==> src/hdl/first_fit_heap_allocator_unit_defines.svh <==
// Assertion macros shared by the first-fit heap allocator modules.
// Expects clk and arst_n in the scope of each use.
`ifndef FIRST_FIT_HEAP_ALLOCATOR_UNIT_DEFINES_SVH
`define FIRST_FIT_HEAP_ALLOCATOR_UNIT_DEFINES_SVH

// same-cycle implication
`define FFHA_ASSERT_NOW(label, ante, cons, msg) \
	label: assert property (@(posedge clk) disable iff (!arst_n) (ante) |-> (cons)) \
		else $error(msg);

// next-cycle implication
`define FFHA_ASSERT_NEXT(label, ante, cons, msg) \
	label: assert property (@(posedge clk) disable iff (!arst_n) (ante) |=> (cons)) \
		else $error(msg);

`endif

==> src/hdl/ffha_pkg.sv <==
// Shared types and codes for the first-fit heap allocator.
// Used by ffha_ctrl, ffha_datapath and the top level; no dependencies.
`timescale 1ns / 1ps

package ffha_pkg;

	localparam int CMD_W  = 2;
	localparam int REQ_W  = 13;
	localparam int ADDR_W = 12;
	localparam int STS_W  = 2;
	localparam int USED_W = 13;

	localparam logic [CMD_W-1:0] CMD_ALLOC = 2'd0;
	localparam logic [CMD_W-1:0] CMD_FREE  = 2'd1;
	localparam logic [CMD_W-1:0] CMD_RESET = 2'd2;
	localparam logic [CMD_W-1:0] CMD_RSVD  = 2'd3;

	localparam logic [STS_W-1:0] STS_OK       = 2'd0;
	localparam logic [STS_W-1:0] STS_NO_FIT   = 2'd1;
	localparam logic [STS_W-1:0] STS_BAD_ADDR = 2'd2;
	localparam logic [STS_W-1:0] STS_ZERO     = 2'd3;

	typedef struct packed {
		logic [CMD_W-1:0]  command;
		logic [REQ_W-1:0]  request_size;
		logic [ADDR_W-1:0] block_address;
	} in_item_t;

	typedef struct packed {
		logic [ADDR_W-1:0] payload_address;
		logic [STS_W-1:0]  status;
		logic [USED_W-1:0] used_bytes;
	} out_item_t;

	typedef enum logic [4:0] {
		OP_NOP,
		OP_LOAD,
		OP_INIT,
		OP_HEAPRST,
		OP_CALCQ,
		OP_CALCC,
		OP_HZERO,
		OP_RD,
		OP_ADV,
		OP_TAKE,
		OP_SPLIT,
		OP_AFIX,
		OP_FMARK,
		OP_PMERGE,
		OP_NREAD,
		OP_NMERGE,
		OP_FFIX,
		OP_EMIT
	} dp_op_t;

	typedef struct packed {
		dp_op_t           op;
		logic [STS_W-1:0] res_status;
	} dp_cmd_t;

	typedef struct packed {
		logic [CMD_W-1:0] command;
		logic             req_zero;
		logic             no_room;
		logic             h_end;
		logic             fit;
		logic             split;
		logic             hit;
		logic             rd_free;
		logic             has_prev;
		logic             n_in;
		logic             out_free;
	} dp_stat_t;

endpackage

==> src/hdl/ffha_ctrl.sv <==
// Controller of the first-fit heap allocator: sequences alloc, free and
// heap reset over the datapath. Uses ffha_pkg.
`timescale 1ns / 1ps

module ffha_ctrl (
	input  logic               clk,
	input  logic               arst_n,
	input  logic               in_valid,
	output logic               in_stall,
	input  ffha_pkg::dp_stat_t stat,
	output ffha_pkg::dp_cmd_t  cmd
);
	import ffha_pkg::*;

	`include "first_fit_heap_allocator_unit_defines.svh"

	typedef enum logic [16:0] {
		S_INIT  = 17'd1 << 0,
		S_IDLE  = 17'd1 << 1,
		S_DISP  = 17'd1 << 2,
		S_AQ    = 17'd1 << 3,
		S_AC    = 17'd1 << 4,
		S_AROOM = 17'd1 << 5,
		S_ARD   = 17'd1 << 6,
		S_AEV   = 17'd1 << 7,
		S_ASPL  = 17'd1 << 8,
		S_AFIX  = 17'd1 << 9,
		S_FRD   = 17'd1 << 10,
		S_FEV   = 17'd1 << 11,
		S_FPREV = 17'd1 << 12,
		S_FNRD  = 17'd1 << 13,
		S_FNEV  = 17'd1 << 14,
		S_FFIX  = 17'd1 << 15,
		S_DONE  = 17'd1 << 16
	} state_t;

	state_t           st_q, st_d;
	logic [STS_W-1:0] sts_q, sts_d;

	assign in_stall = (st_q != S_IDLE);

	always_comb begin
		st_d           = st_q;
		sts_d          = sts_q;
		cmd.op         = OP_NOP;
		cmd.res_status = sts_q;
		unique case (st_q)
			S_INIT: begin
				cmd.op = OP_INIT;
				st_d   = S_IDLE;
			end
			S_IDLE: begin
				if (in_valid) begin
					cmd.op = OP_LOAD;
					sts_d  = STS_OK;
					st_d   = S_DISP;
				end
			end
			S_DISP: begin
				case (stat.command)
					CMD_ALLOC: begin
						if (stat.req_zero) begin
							sts_d = STS_ZERO;
							st_d  = S_DONE;
						end else begin
							st_d = S_AQ;
						end
					end
					CMD_FREE: begin
						cmd.op = OP_HZERO;
						st_d   = S_FRD;
					end
					CMD_RESET: begin
						cmd.op = OP_HEAPRST;
						st_d   = S_DONE;
					end
					default: st_d = S_DONE;
				endcase
			end
			S_AQ: begin
				cmd.op = OP_CALCQ;
				st_d   = S_AC;
			end
			S_AC: begin
				cmd.op = OP_CALCC;
				st_d   = S_AROOM;
			end
			S_AROOM: begin
				if (stat.no_room) begin
					sts_d = STS_NO_FIT;
					st_d  = S_DONE;
				end else begin
					cmd.op = OP_HZERO;
					st_d   = S_ARD;
				end
			end
			S_ARD: begin
				if (stat.h_end) begin
					sts_d = STS_NO_FIT;
					st_d  = S_DONE;
				end else begin
					cmd.op = OP_RD;
					st_d   = S_AEV;
				end
			end
			S_AEV: begin
				if (stat.fit) begin
					cmd.op = OP_TAKE;
					st_d   = stat.split ? S_ASPL : S_DONE;
				end else begin
					cmd.op = OP_ADV;
					st_d   = S_ARD;
				end
			end
			S_ASPL: begin
				cmd.op = OP_SPLIT;
				st_d   = S_AFIX;
			end
			S_AFIX: begin
				cmd.op = OP_AFIX;
				st_d   = S_DONE;
			end
			S_FRD: begin
				if (stat.h_end) begin
					sts_d = STS_BAD_ADDR;
					st_d  = S_DONE;
				end else begin
					cmd.op = OP_RD;
					st_d   = S_FEV;
				end
			end
			S_FEV: begin
				if (stat.hit) begin
					if (stat.rd_free) begin
						sts_d = STS_BAD_ADDR;
						st_d  = S_DONE;
					end else begin
						cmd.op = OP_FMARK;
						st_d   = stat.has_prev ? S_FPREV : S_FNRD;
					end
				end else begin
					cmd.op = OP_ADV;
					st_d   = S_FRD;
				end
			end
			S_FPREV: begin
				cmd.op = OP_PMERGE;
				st_d   = S_FNRD;
			end
			S_FNRD: begin
				if (stat.n_in) begin
					cmd.op = OP_NREAD;
					st_d   = S_FNEV;
				end else begin
					st_d = S_FFIX;
				end
			end
			S_FNEV: begin
				cmd.op = OP_NMERGE;
				st_d   = S_FFIX;
			end
			S_FFIX: begin
				cmd.op = OP_FFIX;
				st_d   = S_DONE;
			end
			S_DONE: begin
				if (stat.out_free) begin
					cmd.op = OP_EMIT;
					st_d   = S_IDLE;
				end
			end
			default: st_d = S_INIT;
		endcase
	end

	always_ff @(posedge clk or negedge arst_n) begin
		if (!arst_n) begin
			st_q  <= S_INIT;
			sts_q <= STS_OK;
		end else begin
			st_q  <= st_d;
			sts_q <= sts_d;
		end
	end

	`FFHA_ASSERT_NOW(a_walk_in_heap, (st_q == S_ARD || st_q == S_FRD) && cmd.op == OP_RD, !stat.h_end, "header read past heap end")
	`FFHA_ASSERT_NEXT(a_done_to_idle, st_q == S_DONE && stat.out_free, st_q == S_IDLE, "no return to idle after result")
	`FFHA_ASSERT_NOW(a_state_onehot, 1'b1, $onehot(st_q), "state not one-hot")

endmodule

==> config.mk <==
export PLATFORM = sky130hd
export DESIGN_NAME = ffha_ctrl
export DESIGN_NICKNAME = d
export VERILOG_FILES = /design/src/hdl/ffha_pkg.sv /design/src/hdl/ffha_ctrl.sv
export VERILOG_INCLUDE_DIRS = /design/src /design/src/hdl
export SDC_FILE = /design/constraint.sdc
export NUM_CORES = 1
export LEC_CHECK = 0
export ABC_CLOCK_PERIOD_IN_PS = 5600
export BUFFER_PORTS_ARGS = -buffer_cell sky130_fd_sc_hd__buf_2
export CORE_AREA = 2 2 51 53
export CTS_BUF_LIST = sky130_fd_sc_hd__clkbuf_16
export CTS_CLUSTER_DIAMETER = 40
export DETAILED_ROUTE_END_ITERATION = 12
export DIE_AREA = 0 0 53 55
export GPL_TIMING_DRIVEN = 0
export HOLD_SLACK_MARGIN = 0.12
export PLACE_DENSITY = 0.91
export SLEW_MARGIN = 10
export SYNTH_ARGS = -nofsm -noshare
export SYNTH_HDL_FRONTEND = slang
export SYNTH_SLANG_ARGS = --single-unit
==> constraint.sdc <==
create_clock -name clk -period 5.6 [get_ports clk]
set_input_delay 1.68 -clock clk [delete_from_list [all_inputs] [get_ports clk]]
set_output_delay 1.68 -clock clk [all_outputs]
set_load 0.05 [all_outputs]
==> impl_metrics.json <==
{
  "fin_nets": 191,
  "final.period_utilization_pct": 79.0,
  "synthDistinctLibCells": 45,
  "switching_share_pct": 40.7,
  "slowest_stage": "buf_2",
  "maxCapViolations": 0,
  "viasPerCell": 6.57,
  "grt_usage_pct": 27.4,
  "chipHeight_um": 55,
  "post_drt_wl_per_cell_um": 17.6,
  "power.net_switching_w": 0.000217,
  "irDropWorstVdd_mv": 0.312,
  "slew_headroom_pct": 64.9,
  "r2r-start": "st_q[7]",
  "drt_pass1_iterations": 4,
  "hold_path.class": "reg2reg",
  "power_frac_comb_pct": 39.9,
  "r2r-end": "sts_q[1]",
  "hold_path_depth": 1,
  "start_kind": "input port",
  "rows": 18,
  "yosys.area.top_type_share_pct": 33.8,
  "cp_max_fo": 2,
  "synth.most_common_cell": "dfrtp_1",
  "via_count": 1328,
  "crit_path_end": "cmd[2]",
  "worst-path-stages": 7,
  "met1_length_mm": 1.37,
  "outcome": "finished clean",
  "synth-async-reset-ratio_pct": 100,
  "clkPwrFrac_pct": 27.6,
  "syn_avg_cell_area_um2": 9.13,
  "p_total_w": 0.000535,
  "numPortBuffers": 22,
  "pin_count": 23,
  "final_max_slew_viol_count": 0,
  "dpl.hpwl_mm": 2.65,
  "rsz0062_at_grt": "false",
  "r2r_slack_ps": 3020,
  "leakagePower_nw": 0.786,
  "antenna_found_initial": 0,
  "synthTopCellsByCount": "18 x dfrtp_1, 17 x nor2_1, 15 x nand2_1",
  "dieArea_um2": 2920,
  "synth_nets": 164,
  "antenna_left": 0,
  "syn_to_final_growth_pct": 17.0,
  "cp_data_required_time_ps": 3920,
  "routed_wirelength_mm": 3.56,
  "syn_area_um2": 1330,
  "crit_arrival_ps": 2740,
  "topRoutingLayerUsed": "met4",
  "seq_power_share_pct": 32.5,
  "period_minus_slack_ps": 4420,
  "critPathCaptureType": "output port",
  "syn_inst": 146,
  "utilization_pct": 65.9,
  "tritoncts": "built",
  "setup_viol_count_final": 0,
  "grt_pass1_wl_mm": 5.70,
  "grt_max_degree": 20,
  "path_cells": "buf_2 > inv_1 > ha_1 > a32oi_1 > o21ai_0 > nand4b_1 > buf_2",
  "cts_resized": 0,
  "rr_worst_depth": 6,
  "critPathTopFamily": "buffers and inverters",
  "yosysTopAreaCell": "dfrtp_1",
  "route.met2.wl_mm": 1.75,
  "initial_core_util_pct": 56.3,
  "drive_gt1_share_pct": 21.5,
  "synth_enable_flop_cells": 0,
  "overflow": 0,
  "yosysSeqAreaShare_pct": 35.8,
  "drtIter0Drc": 89,
  "cp-startpoint": "stat[10]",
  "cts_htree_levels": 1,
  "antenna_cells": 0,
  "worst_pin_slew_ps": 522,
  "clock_latency_ps": 250,
  "crit_type": "in2out",
  "path_common_cell": "buf_2",
  "cts_inserted_buffers": 3,
  "synth_ff_type": "dfrtp_1",
  "skew_ps": 1.74,
  "wl_met3_um": 297,
  "synth.area.top_cells": "dfrtp_1 34%, nor2_1 4.8%, nor4_4 4.8%",
  "clkSinkCount": 19,
  "place_congestion": 0.922,
  "max_freq_mhz": 226,
  "post_cts.repair.setup_buffers": 0,
  "root_buffer": "clkbuf_16",
  "clkTransAtPathRegs_ps": 50,
  "fp.dieW_um": 53,
  "final-hold-violation-count": 0,
  "holdWs_ps": 500,
  "cts_buffer_depth": 2,
  "p_int_w": 0.000317,
  "drc_errors": 0,
  "ys_ff_latch": 19,
  "slowest_delay_ps": 230,
  "power_density_nw_per_um2": 343,
  "tns_ps": 0,
  "fp.coreArea_um2": 2360,
  "critPathBufInv": 3,
  "yosys_warnings": 0,
  "hold_buffers": 0,
  "grt_pass1_vias": 1252
}
## layer usage
metal	track usage, %	vias up
met1	33.2	623
met5	0	-
met4	14.5	0
met3	4.03	17
met2	47.5	87
li1	-	601
## stage by stage
stage	cell area (um^2)	setup slack [ps]	std cells
2_1_floorplan	1330	1230	146
3_3_place_gp	1480	1240	198
3_5_place_dp	1480	1200	198
4_1_cts	1560	1190	202
5_1_grt	1560	1020	202
6_report	1560	1180	202
## cell type report
type / instances / area (um^2)
Timing Repair Buffer: 22 / 110
Clock buffer: 3 / 75.1
Inverter: 8 / 30.0
Tap cell: 30 / 37.5
Multi-Input combinational cell: 118 / 821
Buffer: 1 / 5.00
Clock inverter: 1 / 3.75
Fill cell: 195 / 806
Sequential cell: 19 / 477
## worst register-to-register path, delay by kind of cell, from the launching register on
family / cells / cell delay, ps
compound gates: 2 / 350
mux: 1 / 350
simple gates: 3 / 1300
flops: 1 / 460
## power by group through the flow
stage / clock network, W / logic [W] / registers, W
global route: 0.000154 / 0.000234 / 0.000175
floorplan: 0 / 0.000148 / 0.000184
detailed placement: 0 / 0.000209 / 0.000175
CTS: 0.000149 / 0.000210 / 0.000173
finish: 0.000148 / 0.000213 / 0.000173
global placement: 0 / 0.000202 / 0.000173
## registers in the layout (all words and copies together), names as in the netlist
name   count
st_q      17
sts_q      2
## cells in the final DEF (no fill, tap or decap), drive strengths merged, types with 2 or more instances in the layout
cell     instances
xnor2            2
nor2            17
clkbuf           3
o2111ai          2
nor4             5
xor2             2
dfrtp           18
nor3             6
a21o             3
and3             2
a21boi           2
mux2             2
nand2           15
o21ai            4
inv              9
nand4            4
ha               3
nand3b           6
buf             23
nand4b           7
nand3            6
nor4b            2
and4bb           2
a21oi            3
and2             4
nand2b           4
## worst min-delay path by stage
stage	from	to	slack [ps]
final	sts_q[0]	sts_q[0]	500
after global routing	sts_q[0]	sts_q[0]	510
after CTS	sts_q[0]	sts_q[0]	500
after detailed placement	sts_q[0]	sts_q[0]	490
after global placement	sts_q[0]	sts_q[0]	470
after floorplan	st_q[9]	st_q[9]	470
## cells by family after synthesis
family | share of synthesized area (%)
compound gates | 13.2
xor+xnor | 2.63
fa+ha+maj | 2.82
buf+inv | 2.63
flops | 35.8
mux | 1.69
simple gates | 41.2
No activity file was read; power rests on OpenSTA's default activity.
